### src/rtl/core/mrfp_pkg.sv
// Shared types, constants and control-code decoders for the meter reply frame parser.
`default_nettype none

package mrfp_pkg;

    localparam logic [7:0] SYNC_BYTE    = 8'h68;
    localparam logic [7:0] END_BYTE     = 8'h16;
    localparam logic [7:0] DATA_OFFSET  = 8'h33;
    localparam logic [7:0] ABNORMAL_BIT = 8'h40;

    localparam logic [8:0] POS_CONTROL = 9'd8;
    localparam logic [8:0] POS_LENGTH  = 9'd9;
    localparam logic [8:0] POS_DATA    = 9'd10;
    localparam logic [8:0] POS_ITEM_HI = 9'd11;

    localparam logic [7:0] MIN_ITEM_LEN = 8'd2;

    typedef enum logic [2:0] {
        ST_OK          = 3'd0,
        ST_NO_FRAME    = 3'd1,
        ST_MISMATCH    = 3'd2,
        ST_BAD_CONTROL = 3'd3,
        ST_ABNORMAL    = 3'd4
    } t_status;

    typedef struct packed {
        logic        hit;
        logic [7:0]  sum;
        logic [47:0] addr;
    } t_sync_info;

    typedef struct packed {
        logic shift;
        logic clear;
    } t_sync_ctl;

    typedef struct packed {
        logic        has;
        logic        is_status;
        logic [7:0]  payload_byte;
        t_status     status;
        logic [7:0]  payload_count;
        logic [47:0] meter_address;
    } t_result;

    function automatic logic is_read_class(input logic [7:0] c);
        logic r;
        unique case (c)
            8'h81, 8'hA1, 8'h82, 8'hA2, 8'h83, 8'hA4,
            8'h91, 8'h92, 8'h93, 8'h94, 8'h95, 8'hB0: r = 1'b1;
            default: r = 1'b0;
        endcase
        return r;
    endfunction

    function automatic logic is_ack_class(input logic [7:0] c);
        logic r;
        unique case (c)
            8'h84, 8'h99, 8'h9A, 8'h9B, 8'h9C, 8'h9D, 8'h8C: r = 1'b1;
            default: r = 1'b0;
        endcase
        return r;
    endfunction

endpackage

`default_nettype wire

### src/rtl/core/mrfp_sync.sv
// Sync search window: keeps the last seven bytes, detects the 0x68 pair, sums the header.
`default_nettype none

module mrfp_sync import mrfp_pkg::*; (
    input  wire logic       i_clk,
    input  wire logic       i_rst_n,
    input  wire t_sync_ctl  i_ctl,
    input  wire logic [7:0] i_byte,
    output t_sync_info      o_info
);

    logic [7:0] r_win [0:6];
    logic [7:0] w_sum;

    always_comb begin
        w_sum = i_byte;
        for (int k = 0; k < 7; k++) begin
            w_sum = w_sum + r_win[k];
        end
    end

    assign o_info.hit  = (r_win[0] == SYNC_BYTE) && (i_byte == SYNC_BYTE);
    assign o_info.sum  = w_sum;
    assign o_info.addr = {r_win[6], r_win[5], r_win[4], r_win[3], r_win[2], r_win[1]};

    always_ff @(posedge i_clk) begin
        if (!i_rst_n || i_ctl.clear) begin
            for (int k = 0; k < 7; k++) begin
                r_win[k] <= 8'h00;
            end
        end else if (i_ctl.shift) begin
            for (int k = 0; k < 6; k++) begin
                r_win[k] <= r_win[k + 1];
            end
            r_win[6] <= i_byte;
        end
    end

endmodule

`default_nettype wire

### src/rtl/core/mrfp_core.sv
// Frame tracker: header capture, checksum, item check, payload decode and status result.
`default_nettype none

module mrfp_core import mrfp_pkg::*; (
    input  wire logic        i_clk,
    input  wire logic        i_rst_n,
    input  wire logic        i_en,
    input  wire logic [7:0]  i_byte,
    input  wire logic        i_eob,
    input  wire logic [15:0] i_item,
    input  wire t_sync_info  i_sync,
    output t_sync_ctl        o_sync_ctl,
    output t_result          o_res
);

    logic        r_locked,    n_locked;
    logic [8:0]  r_pos,       n_pos;
    logic [7:0]  r_control,   n_control;
    logic [7:0]  r_length,    n_length;
    logic [7:0]  r_sum,       n_sum;
    logic [47:0] r_addr,      n_addr;
    logic [7:0]  r_item_low,  n_item_low;
    t_status     r_verdict,   n_verdict;

    logic [7:0]  w_data;
    logic        w_rd;
    logic [8:0]  w_data_end;
    logic        w_search;
    t_status     w_st;

    assign w_data     = i_byte - DATA_OFFSET;
    assign w_rd       = is_read_class(r_control) && (r_verdict == ST_OK);
    assign w_data_end = {1'b0, r_length} + POS_DATA;
    assign w_search   = !r_locked && (r_pos == 9'd0);

    assign o_sync_ctl.shift = i_en && w_search;
    assign o_sync_ctl.clear = i_en && i_eob;

    always_comb begin
        n_locked   = r_locked;
        n_pos      = r_pos;
        n_control  = r_control;
        n_length   = r_length;
        n_sum      = r_sum;
        n_addr     = r_addr;
        n_item_low = r_item_low;
        n_verdict  = r_verdict;
        w_st       = ST_OK;
        o_res      = '0;

        if (w_search) begin
            if (i_sync.hit) begin
                n_locked = 1'b1;
                n_pos    = POS_CONTROL;
                n_addr   = i_sync.addr;
                n_sum    = i_sync.sum;
            end
        end else if (r_locked) begin
            n_pos = r_pos + 9'd1;
            priority if (r_pos == POS_CONTROL) begin
                n_control = i_byte;
                n_sum     = r_sum + i_byte;
                priority if ((i_byte & ABNORMAL_BIT) != 8'h00) begin
                    n_verdict = ST_ABNORMAL;
                end else if (is_read_class(i_byte) || is_ack_class(i_byte)) begin
                    n_verdict = ST_OK;
                end else begin
                    n_verdict = ST_BAD_CONTROL;
                end
            end else if (r_pos == POS_LENGTH) begin
                n_length = i_byte;
                n_sum    = r_sum + i_byte;
            end else if (r_pos < w_data_end) begin
                n_sum = r_sum + i_byte;
                if (r_pos == POS_DATA) begin
                    n_item_low = w_data;
                end else if (r_pos == POS_ITEM_HI) begin
                    if (w_rd && ((r_item_low != i_item[7:0]) || (w_data != i_item[15:8]))) begin
                        n_verdict = ST_MISMATCH;
                    end
                end else if (w_rd) begin
                    o_res.has          = 1'b1;
                    o_res.payload_byte = w_data;
                end
            end else if (r_pos == w_data_end) begin
                if (i_byte != r_sum) begin
                    n_verdict = ST_NO_FRAME;
                    n_locked  = 1'b0;
                end
            end else begin
                if (i_byte != END_BYTE) begin
                    n_verdict = ST_NO_FRAME;
                end else begin
                    if (w_rd && (r_length < MIN_ITEM_LEN)) begin
                        n_verdict = ST_MISMATCH;
                    end
                end
                n_locked = 1'b0;
            end
        end

        if (i_eob) begin
            w_st = n_locked ? ST_NO_FRAME : n_verdict;
            o_res.has          = 1'b1;
            o_res.is_status    = 1'b1;
            o_res.payload_byte = 8'h00;
            o_res.status       = w_st;
            o_res.payload_count = (w_st == ST_OK && is_read_class(n_control)
                                   && n_length >= MIN_ITEM_LEN)
                                  ? n_length - MIN_ITEM_LEN : 8'h00;
            o_res.meter_address = (w_st == ST_NO_FRAME) ? 48'h0 : n_addr;
            n_locked   = 1'b0;
            n_pos      = 9'd0;
            n_control  = 8'h00;
            n_length   = 8'h00;
            n_sum      = 8'h00;
            n_addr     = 48'h0;
            n_item_low = 8'h00;
            n_verdict  = ST_NO_FRAME;
        end
    end

    always_ff @(posedge i_clk) begin
        if (!i_rst_n) begin
            r_locked   <= 1'b0;
            r_pos      <= 9'd0;
            r_control  <= 8'h00;
            r_length   <= 8'h00;
            r_sum      <= 8'h00;
            r_addr     <= 48'h0;
            r_item_low <= 8'h00;
            r_verdict  <= ST_NO_FRAME;
        end else if (i_en) begin
            r_locked   <= n_locked;
            r_pos      <= n_pos;
            r_control  <= n_control;
            r_length   <= n_length;
            r_sum      <= n_sum;
            r_addr     <= n_addr;
            r_item_low <= n_item_low;
            r_verdict  <= n_verdict;
        end
    end

endmodule

`default_nettype wire

### src/rtl/core/meter_reply_frame_parser.sv
// Top level of the meter reply frame parser: input register, frame logic, result register.
//
// Input channel: i_valid / o_stall carry one received byte per transaction together
// with i_end_of_buffer and i_expected_item. Output channel: o_valid / i_stall carry
// one result per transaction: a tentative payload byte (o_is_status = 0) or the
// final status of the buffer (o_is_status = 1) on the byte flagged end of buffer.
// A byte that yields no result produces no output transaction.
// Each result passes two registers: the byte sits in the input register, and the
// result register loads its result when that byte advances out of the input register.
// Throughput: one byte per cycle while o_stall is low; the header/checksum update
// between the two registers is combinational.
// While a result waits under i_stall, the input register still takes one more
// byte; bytes that yield no result keep flowing. o_stall rises only when the
// input register holds a byte whose result cannot enter the full result register.
// Reset (i_rst_n low, synchronous) empties both registers, clears the sync window
// and returns the frame tracker to "no valid frame". After each status result the
// tracker returns to that same state for the next buffer.
`default_nettype none

module meter_reply_frame_parser import mrfp_pkg::*; (
    input  wire logic        i_clk,
    input  wire logic        i_rst_n,
    input  wire logic        i_valid,
    output logic             o_stall,
    input  wire logic [7:0]  i_rx_byte,
    input  wire logic        i_end_of_buffer,
    input  wire logic [15:0] i_expected_item,
    output logic             o_valid,
    input  wire logic        i_stall,
    output logic             o_is_status,
    output logic [7:0]       o_payload_byte,
    output logic [2:0]       o_status,
    output logic [7:0]       o_payload_count,
    output logic [47:0]      o_meter_address
);

    logic        r_in_valid;
    logic [7:0]  r_byte;
    logic        r_eob;
    logic [15:0] r_item;

    logic        r_out_valid;
    logic        r_is_status;
    logic [7:0]  r_payload_byte;
    logic [2:0]  r_status;
    logic [7:0]  r_payload_count;
    logic [47:0] r_meter_address;

    t_sync_info  w_sync;
    t_sync_ctl   w_sync_ctl;
    t_result     w_res;
    logic        w_advance;
    logic        w_accept;

    assign w_advance = r_in_valid && (!r_out_valid || !i_stall || !w_res.has);
    assign o_stall   = r_in_valid && !w_advance;
    assign w_accept  = i_valid && !o_stall;

    mrfp_sync u_sync (
        .i_clk   (i_clk),
        .i_rst_n (i_rst_n),
        .i_ctl   (w_sync_ctl),
        .i_byte  (r_byte),
        .o_info  (w_sync)
    );

    mrfp_core u_core (
        .i_clk      (i_clk),
        .i_rst_n    (i_rst_n),
        .i_en       (w_advance),
        .i_byte     (r_byte),
        .i_eob      (r_eob),
        .i_item     (r_item),
        .i_sync     (w_sync),
        .o_sync_ctl (w_sync_ctl),
        .o_res      (w_res)
    );

    always_ff @(posedge i_clk) begin
        if (!i_rst_n) begin
            r_in_valid <= 1'b0;
        end else if (w_accept) begin
            r_in_valid <= 1'b1;
        end else if (w_advance) begin
            r_in_valid <= 1'b0;
        end
        if (w_accept) begin
            r_byte <= i_rx_byte;
            r_eob  <= i_end_of_buffer;
            r_item <= i_expected_item;
        end
    end

    always_ff @(posedge i_clk) begin
        if (!i_rst_n) begin
            r_out_valid <= 1'b0;
        end else if (w_advance && w_res.has) begin
            r_out_valid <= 1'b1;
        end else if (!i_stall) begin
            r_out_valid <= 1'b0;
        end
        if (w_advance && w_res.has) begin
            r_is_status     <= w_res.is_status;
            r_payload_byte  <= w_res.payload_byte;
            r_status        <= w_res.status;
            r_payload_count <= w_res.payload_count;
            r_meter_address <= w_res.meter_address;
        end
    end

    assign o_valid         = r_out_valid;
    assign o_is_status     = r_is_status;
    assign o_payload_byte  = r_payload_byte;
    assign o_status        = r_status;
    assign o_payload_count = r_payload_count;
    assign o_meter_address = r_meter_address;

endmodule

`default_nettype wire

### config.mk
export PLATFORM = sky130hd
export DESIGN_NAME = meter_reply_frame_parser
export DESIGN_NICKNAME = d
export VERILOG_FILES = /design/src/rtl/core/mrfp_pkg.sv /design/src/rtl/core/mrfp_sync.sv /design/src/rtl/core/mrfp_core.sv /design/src/rtl/core/meter_reply_frame_parser.sv
export SDC_FILE = /design/constraint.sdc
export NUM_CORES = 1
export LEC_CHECK = 0
export BUFFER_PORTS_ARGS = -buffer_cell sky130_fd_sc_hd__buf_2
export CORE_MARGIN = 2
export CORE_UTILIZATION = 45
export DETAILED_ROUTE_END_ITERATION = 16
export PLACE_DENSITY_LB_ADDON = 0.2
export SLEW_MARGIN = 30
export SYNTH_ARGS = -nofsm -noshare
export SYNTH_HDL_FRONTEND = slang
export SYNTH_SLANG_ARGS = --single-unit
export TNS_END_PERCENT = 30
### constraint.sdc
create_clock -name i_clk -period 8.15 [get_ports i_clk]
set_clock_uncertainty 0.1 [all_clocks]
set_input_delay 1.63 -clock i_clk [delete_from_list [all_inputs] [get_ports i_clk]]
set_output_delay 1.63 -clock i_clk [all_outputs]
set_load 0.05 [all_outputs]
==> results of run 1 <==
==> registers in the layout, summed over array words and instances, names as in the netlist, 3 cells and up <==
signal,flops
o_meter_address,48
u_core.r_addr,48
u_core.r_sum,8
u_core.r_control,8
r_byte,8
o_payload_byte,8
u_core.r_item_low,8
u_sync.r_win,56
o_status,3
r_item,16
o_payload_count,8
u_core.r_length,8
u_core.r_pos,9
u_core.r_verdict,3
==> layer usage <==
layer	vias up	global-route usage, %	part of all wire [%]
met5	-	0	0
met4	0	6.672	3.0
met3	48	2.590	4.7
met2	208	32.90	48
met1	3806	26.08	44
li1	3817	-	-
==> worst paths after layout <==
| check | start | to | cells after the start | slack, ns |
|---|---|---|---|---|
| worst min register to register | u_core.r_sum[0] | u_core.r_sum[0] | 2 | 0.36 |
| worst min-delay path | u_core.r_sum[0] | u_core.r_sum[0] | 2 | 0.36 |
| worst max register to register | r_byte[3] | u_core.r_sum[7] | 14 | 3.52 |
| worst max-delay path | u_core.r_length[3] | o_stall | 12 | 2.70 |
==> logic make-up after synthesis <==
kind of cell	Yosys count	share of synthesized area, %
buffers and inverters	120	3.880
AO/OA/AOI/OAI	173	10.63
flip-flops	244	53.45
XOR/XNOR	64	5.055
multiplexers	12	1.017
adder cells (fa/ha/maj)	76	10.45
AND/OR/NAND/NOR	338	15.52
==> layout make-up <==
type                            count  area share, %
Sequential cell                   244          46.35
Multi-Input combinational cell    663          37.28
Clock buffer                       37          5.548
Timing Repair Buffer              114          4.730
Tap cell                          335          3.047
Inverter                           66          1.801
Clock inverter                     11          1.237
==> worst max-delay path: stages, from the launching register on <==
cell and delay (ns):
dfxtp_1 0.39, a21oi_1 0.27, nor2_1 0.09, xnor2_1 0.14
ha_1 0.29, a211oi_1 0.23, nor2_1 0.07, nor2_1 0.25
nand3_1 0.25, nor3b_1 0.37, nor2_1 0.17, nor3_1 0.34
buf_2 0.33
==> power groups by stage <==
stage | sequential (mW) | combinational, mW | clock [mW]
global placement | 1.43 | 0.728 | 0
floorplan | 1.44 | 0.543 | 0
finish | 1.40 | 0.735 | 1.27
global route | 1.41 | 0.835 | 1.35
CTS | 1.40 | 0.747 | 1.29
detailed placement | 1.43 | 0.736 | 0
==> Yosys cell counts (all sizes together) (4+ instances only) <==
master	instances	area, µm²
edfxtp	149	4474
and2	109	681.9
dfxtp	95	1902
nor2	68	262.8
inv	65	244.0
a22o	56	490.5
nand2	54	202.7
clkbuf	41	153.9
fa	40	800.8
a21oi	37	185.2
ha	34	425.4
xnor2	32	280.3
xor2	29	254.0
nand3	23	120.1
o21ai	18	90.08
nor3	14	75.07
buf	13	61.31
or3	12	75.07
mux2i	11	110.1
nand4	10	62.56
nor4	9	71.32
o22ai	9	56.30
a21o	8	60.06
nor2b	7	43.79
a32o	6	60.06
and3	5	31.28
o211ai	5	37.54
or4	5	45.04
nor3b	4	30.03
o31ai	4	30.03
==> per-stage QoR <==
step	worst slack, ns	instance area [µm²]
5_1_grt	2.382	13760
2_1_floorplan	1.191	11930
3_3_place_gp	3.343	12770
6_report	2.702	13760
4_1_cts	2.699	13760
3_5_place_dp	3.282	12820
==> cell usage in the layout (no fill, tap or decap), types with 4 or more instances in the layout <==
cell type | netlist | final
ha_1 | 34 | 34
buf_4 | 0 | 14
o211ai_1 | 5 | 5
clkbuf_1 | 41 | 5
mux2i_1 | 11 | 11
nor3_1 | 13 | 13
bufinv_16 | 0 | 4
nand4_1 | 10 | 10
or3_1 | 12 | 12
a32o_1 | 6 | 6
buf_2 | 10 | 98
o22ai_1 | 9 | 9
xnor2_1 | 32 | 32
nor2_1 | 67 | 65
nand2_1 | 54 | 54
and2_1 | 109 | 109
a21oi_1 | 37 | 36
nor3b_1 | 4 | 4
o21ai_0 | 17 | 16
nor2b_1 | 7 | 6
xor2_1 | 29 | 29
dfxtp_1 | 95 | 95
nor4_1 | 8 | 8
a22o_1 | 56 | 56
and3_1 | 5 | 5
clkbuf_8 | 0 | 5
edfxtp_1 | 149 | 149
nand3_1 | 22 | 22
clkbuf_16 | 0 | 27
fa_1 | 40 | 40
inv_1 | 65 | 65
a21o_1 | 8 | 8
==> reports/qor.txt, run 1 <==
GRT Residual Overflow: 0
Clk Latency, worst-skew pair: 0.53 ns
Worst Path Arrival: 3.72 ns
final worst path period share: 66.84%
Worst-path clk slew: 0.06 ns
Die Width: 166.8 µm
Post-synth EDFFs: 149
Pwr Total: 3.403 mW
pwr dens: 247.4 nW/µm²
Final Setup Violations: 0
core area: 26060 µm²
WS Path Type: register to output port
area delta synth->final: 15.30%
Post-Synthesis Cells: 1027
share of cells above drive strength 1: 15.68%
total track usage: 19.52%
Sw Pwr: 0.9448 mW
CTS-repair resized insts: 0
Max-slew headroom: 44.39%
Avg Cell Area, Syn: 11.62 µm²
vias in the first global route: 7932
Synth Flop Type: edfxtp_1
Longest Clk Path Bufs: 3
min Tclk post-route: 5.448 ns
Top Ports: 99
input/output buffers: 98
TritonCTS clock tree: yes
CP Launch Type: register
Req. time, crit path: 6.42 ns
drt wl/cell: 18.31 µm
gpl congestion: 0.8727
ANT cells: 0
Inserted Clock Buffers: 26
post-synth net total: 1130
maximum VDD drop: 149.1 µV
row count: 59
HPWL Detailed: 19090 µm
Multi-input gate area: 5129 µm²
Syn. warnings: 0
FF+latch count, synth: 244
Nets: 1218
status: finished, final reports clean
Antenna Nets Post-Route: 0
Post-Layout Cell Count: 1470
Net Sw Frac: 27.76%
residual DRC count: 0
Async SR Flop Fraction: 0%
post-CTS setup buffers: 0
max frequency: 183.6 MHz
library cells used by synthesis: 70
Initial Util: 45.78%
hold crit path type: register to register
Int Pwr: 2.458 mW
Lkg Pwr: 5.474 nW
Die Ht: 166.8 µm
clk sinks: 244
Cell Area, Synth: 11930 µm²
H-tree levels: 1
Clk pwr share: 37.2%
final hold slack: 0.3563 ns
initial antenna violation count: 0
Reg area: 6376 µm²
RSZ-0062 raised after global routing: no
1st-pass router iterations: 5
max_cap viols: 0
Seq/Total Area, Yosys: 53.45%
final design utilization: 52.79%
via count: 7879
Filler Cell Count: 2274
Least-Margin Pin Slew: 0.8342 ns
Post-Route WL: 26910 µm
die area: 27830 µm²
largest net degree at the start of global routing: 57
first-pass GRT wire length: 43370 µm
Sequential Power Share: 41.2%
Final TNS setup: 0 ns
CTS root buf: clkbuf_16
1st-iter DRT viols: 533
Crit. End Element: output port
Max Transition Viols Final: 0
Worst Path Max Fanout: 9
CTS Hold Buffers Added: 0
Via density: 5.360
Gate power share: 21.6%
final hold viol count: 0
Placed Instances: 1422
Note: power is estimated with default switching activity, not from simulation.
==> inputs of run 2 (changes only) <==
Clock period 8.15 ns to 4.7 ns, I/O delays scaled along.
==> run 2 against run 1 <==
Effect of this change: design area about the same; global-route usage up 0.32 points; largest cell class unchanged; critical path type unchanged; clock power grew 61%; register-to-register slack worse by 3.1 ns; largest power group unchanged.
==> reports/qor.txt, run 2 (synthesis gave the netlist of run 1 again) <==
status: finished, final reports clean
r2r endpoint: u_core.r_sum[7]
busiest grt layer: met2
ANT cells: 0
core area: 26060 µm²
row count: 59
Int Pwr: 4.084 mW
final hold viol count: 0
RSZ-0062 raised after global routing: no
maximum VDD drop: 283.0 µV
pwr dens: 418.7 nW/µm²
Least-Margin Pin Slew: 0.8785 ns
Antenna Nets Post-Route: 0
max_cap viols: 0
area delta synth->final: 15.20%
Post-Layout Cell Count: 1477
CP Launch Type: register
Initial Util: 45.78%
Die Width: 166.8 µm
met1 Track Usage GR: 26.18%
GRT Residual Overflow: 0
Longest Clk Path Bufs: 3
H-tree levels: 1
Sequential Power Share: 42.1%
Inserted Clock Buffers: 27
Max Transition Viols Final: 0
Reg2Reg Depth: 14
HPWL Detailed: 18900 µm
1st-iter DRT viols: 552
final hold slack: 0.3595 ns
grt met2 use: 33.48%
Nets: 1224
placed instance area: 12850 µm²
Gate power share: 22.4%
Final Setup Violations: 0
Net Sw Frac: 29.02%
crit path max-delay cell type: dfxtp_1
first-pass GRT wire length: 43950 µm
total track usage: 19.84%
Placed Instances: 1427
Lkg Pwr: 5.460 nW
WHS Endpoint: u_core.r_sum[2]
Max-slew headroom: 41.43%
CTS root buf: clkbuf_16
gpl congestion: 0.8706
max FFs per register: 56
commonest non-fill, non-tap cell in the layout: edfxtp_1
1st-pass router iterations: 5
Sw Pwr: 1.670 mW
Bufs and invs on worst path: 1
TritonCTS clock tree: yes
Worst Path Max Fanout: 6
via count: 7977
Filler Cell Count: 2337
Worst-path clk slew: 0.06 ns
Top Ports: 99
most frequent cells in the layout: 149 x edfxtp_1, 109 x and2_1, 97 x buf_2
Worst Path Arrival: 3.37 ns
Setup crit start: u_core.r_length[1]
Clk pwr share: 35.4%
final worst path period share: 93.92%
Clk Latency, worst-skew pair: 0.55 ns
initial antenna violation count: 0
Die Ht: 166.8 µm
vias in the first global route: 7978
largest reg by FF count: u_sync.r_win
worst path cell trace: ha_1 -> o21ai_1 -> xor2_1 -> ha_1 -> o21ai_0 -> nor2_1 -> nor2_2 -> nand3_2 -> nor3b_2 -> nor2_1 -> nor3_2 -> buf_6
input/output buffers: 98
Via density: 5.401
die area: 27830 µm²
hold depth: 2
Worst R2R Start: u_sync.r_win[0][19]
max frequency: 226.5 MHz
Min-Delay Startpoint: u_core.r_sum[2]
slowest stage delay, CP: 0.37 ns
share of cells above drive strength 1: 16.29%
clk sinks: 244
drt wl/cell: 18.41 µm
largest net degree at the start of global routing: 69
Design Area, Final: 13740 µm²
residual DRC count: 0
Req. time, crit path: 3.66 ns
WS Path Type: register to output port
hold crit path type: register to register
met3 Usage GRT: 3.018%
Post-Route WL: 27190 µm
R2R setup slack: 0.44 ns
critical path's top delay family: simple AND/OR/NAND/NOR gates
Final TNS setup: 0 ns
min Tclk post-route: 4.414 ns
Crit. End Element: output port
==> run 2: cell types whose count changed in the layout (fill, tap and decap cells not counted), sizes merged <==
cell	previous run	this run
bufinv	4	0
clkinv	4	7
clkinvlp	1	2
clkbuf	37	40
inv	68	67
buf	114	119
==> run 2: metrics by stage <==
stage	setup slack, ns	total power, mW	utilization, %
after floorplan	0.06806	3.435	-
after global placement	0.4724	3.747	49.21
after detailed placement	0.4453	3.756	49.32
after CTS	0.07300	5.821	52.67
after global routing	0.02058	6.072	52.74
final	0.2856	5.754	52.74
==> run 2: tightest hold or removal path, cell delays in order (launching register included) <==
cell and delay (ns):
dfxtp_1 0.31, nand2_1 0.05, a21oi_1 0.05
==> run 2: worst max-delay path by stage <==
| stage | slack [ns] | end | cells after the start |
|---|---|---|---|
| global route | 0.02 | o_stall | 12 |
| floorplan | 0.07 | r_byte[0] | 13 |
| CTS | 0.07 | o_stall | 12 |
| detailed placement | 0.45 | u_core.r_sum[7] | 14 |
| finish | 0.29 | o_stall | 12 |
| global placement | 0.47 | u_core.r_sum[7] | 14 |
==> run 2: cell type report <==
type	count	area [µm²]	area share, %
clock buffers	40	785.8	5.717
flip-flops and latches	244	6376	46.39
well taps	335	419.2	3.050
multi-input cells	663	5150	37.47
repair buffers	119	686.9	4.998
inverters	66	247.7	1.803
clock inverters	10	77.57	0.5645
==> run 2: metal layers <==
metal	vias to the layer above	share of wire (%)
met5	-	0
met4	0	3.6
met3	63	4.1
met2	194	48
met1	3886	44
li1	3834	-
==> run 2: power by group through the flow <==
| stage | Clock, mW | Sequential [mW] | Combinational (mW) |
|---|---|---|---|
| 2_1_floorplan | 0 | 2.49 | 0.943 |
| 3_3_place_gp | 0 | 2.47 | 1.28 |
| 3_5_place_dp | 0 | 2.47 | 1.28 |
| 4_1_cts | 2.09 | 2.43 | 1.30 |
| 5_1_grt | 2.17 | 2.43 | 1.47 |
| 6_report | 2.04 | 2.43 | 1.29 |
==> run 2: what timing repair did <==
item                       4_1_cts  5_1_grt
gates resized for setup          2        7
setup buffers                    0        0
pin swaps                        0        1
hold buffers                     0        0
setup endpoints to repair        1        1
==> inputs of run 3 (changes only) <==
Settings changed: SLEW_MARGIN 30 to 20.
Clock period 4.7 ns to 4 ns, I/O delays scaled along.
==> run 3 against run 2 <==
Effect of this change: clock power grew 28%; the run now ends with setup timing left; largest power group unchanged; wire length grew 1.2%; critical path depth grew 2; first-iteration DRC count grew 16%; sequential share of layout area shrank 1.5 points; power grew 24%; combinational power grew 31%; die area is the same; design area grew 3.3%; register-to-register slack lost 0.52 ns; critical path type is now register to register; clock-buffer cell count shrank 7; setup slack lost 0.37 ns.
==> reports/qor.txt, run 3 (synthesis gave the netlist of run 1 again) <==
core area: 26060 µm²
slowest stage delay, CP: 0.57 ns
Post-Route WL: 27510 µm
final worst path period share: 102.0%
first-pass GRT wire length: 44320 µm
crit path max-delay cell type: fa_1
1st-iter DRT viols: 642
final hold viol count: 0
Least-Margin Pin Slew: 0.6850 ns
input/output buffers: 98
Worst-path clk slew: 0.07 ns
area delta synth->final: 19.01%
grt met2 use: 33.51%
Inserted Clock Buffers: 26
Initial Util: 45.78%
max frequency: 245.1 MHz
maximum VDD drop: 343.4 µV
Lkg Pwr: 5.740 nW
H-tree levels: 1
die area: 27830 µm²
busiest grt layer: met2
row count: 59
1st-pass router iterations: 5
Longest Clk Path Bufs: 3
Clk Latency, worst-skew pair: 0.55 ns
Worst R2R Start: u_sync.r_win[0][35]
CP Depth: 14
Final Setup Violations: 2
initial antenna violation count: 0
GRT Residual Overflow: 0
CTS root buf: clkbuf_16
max_cap viols: 0
R2R setup slack: -0.08 ns
drt wl/cell: 18.12 µm
residual DRC count: 0
Bufs and invs on worst path: 2
min Tclk post-route: 4.080 ns
Worst Path Arrival: 4.41 ns
critical path's top delay family: adder cells
status: finished with violations
Worst Path Max Fanout: 2
r2r endpoint: u_core.r_sum[7]
CP Launch Type: register
hold crit path type: input pin to register
via count: 8037
Final TNS setup: -0.1183 ns
failing checks: setup timing
TritonCTS clock tree: yes
pwr dens: 502.8 nW/µm²
Top Ports: 99
Multi-input gate area: 5177 µm²
Reg2Reg Depth: 14
share of cells above drive strength 1: 20.29%
Req. time, crit path: 4.33 ns
min setup slack post-route: -0.08043 ns
max FFs per register: 56
Filler Cell Count: 2226
commonest non-fill, non-tap cell in the layout: edfxtp_1
hold depth: 1
vias in the first global route: 8019
ANT cells: 0
total track usage: 19.94%
HPWL Detailed: 19550 µm
met3 Usage GRT: 3.113%
Die Ht: 166.8 µm
Die Width: 166.8 µm
RSZ-0062 raised after global routing: yes
met1 Track Usage GR: 26.39%
Crit. End Element: register
Min-Delay Startpoint: i_expected_item[14]
Antenna Nets Post-Route: 0
worst path cell trace: fa_1 -> inv_2 -> fa_1 -> inv_1 -> fa_1 -> fa_1 -> ha_1 -> a21o_1 -> a21o_1 -> a21o_1 -> a21oi_2 -> xnor2_1 -> nor2_1 -> o41ai_2
gpl congestion: 0.9340
cell mode on critical path: fa_1
Reg area: 6377 µm²
Max-slew headroom: 53.98%
Post-Place Setup Slack: -0.2094 ns
largest reg by FF count: u_sync.r_win
WS Path Type: register to register
Nets: 1266
Max Transition Viols Final: 0
most frequent cells in the layout: 149 x edfxtp_1, 109 x and2_1, 97 x buf_2
Via density: 5.294
WHS Endpoint: r_item[14]
largest net degree at the start of global routing: 69
clk sinks: 244
[run 3: layout make-up]
cell class / count / area share (%)
Sequential cell: 244 / 44.92
Multi-Input combinational cell: 663 / 36.46
Timing Repair Buffer: 162 / 7.235
Clock buffer: 33 / 5.437
Tap cell: 335 / 2.952
Inverter: 66 / 1.745
Clock inverter: 15 / 1.251
[run 3: repair_timing]
| action | in CTS | in global routing |
|---|---|---|
| hold buffers | 0 | 0 |
| endpoints found under the hold margin | 0 | 0 |
| setup endpoints to repair | 5 | 6 |
| resized for setup | 12 | 4 |
| buffers inserted | 1 | 1 |
| pin swaps | 10 | 3 |
[run 3: power breakdown]
group / internal (mW) / total, mW / switching [mW]
registers: 2.76 / 2.83 / 0.0722
logic: 0.774 / 1.69 / 0.913
clock network: 1.58 / 2.62 / 1.04
[run 3: worst max path at each step]
stage                         from               to  slack [ns]
2_1_floorplan   u_core.r_length[3]      o_is_status       -0.55
3_3_place_gp   u_sync.r_win[0][19]  u_core.r_sum[7]       -0.21
3_5_place_dp   u_sync.r_win[0][19]  u_core.r_sum[7]       -0.21
4_1_cts        u_sync.r_win[0][35]  u_core.r_sum[7]       -0.11
5_1_grt        u_sync.r_win[0][35]  u_core.r_sum[7]       -0.32
6_report       u_sync.r_win[0][35]  u_core.r_sum[7]       -0.08
[run 3: through the flow]
step | power [mW] | hold slack [ns] | area, µm² | util [%] | cells
final | 7.139 | 0.3286 | 14200 | 54.49 | 1518
after global routing | 7.517 | 0.3103 | 14200 | 54.49 | 1518
after CTS | 7.177 | 0.3136 | 14180 | 54.42 | 1517
after detailed placement | 4.507 | 0.3476 | 13180 | 50.59 | 1468
after global placement | 4.492 | 0.3442 | 13160 | 50.51 | 1467
after floorplan | 4.036 | 0.3244 | 11940 | - | 1027
[run 3: metal layers]
metal	vias up	share of wire, %
met5	-	0
met2	201	48
met3	56	4.4
met4	0	3.1
li1	3919	-
met1	3861	45
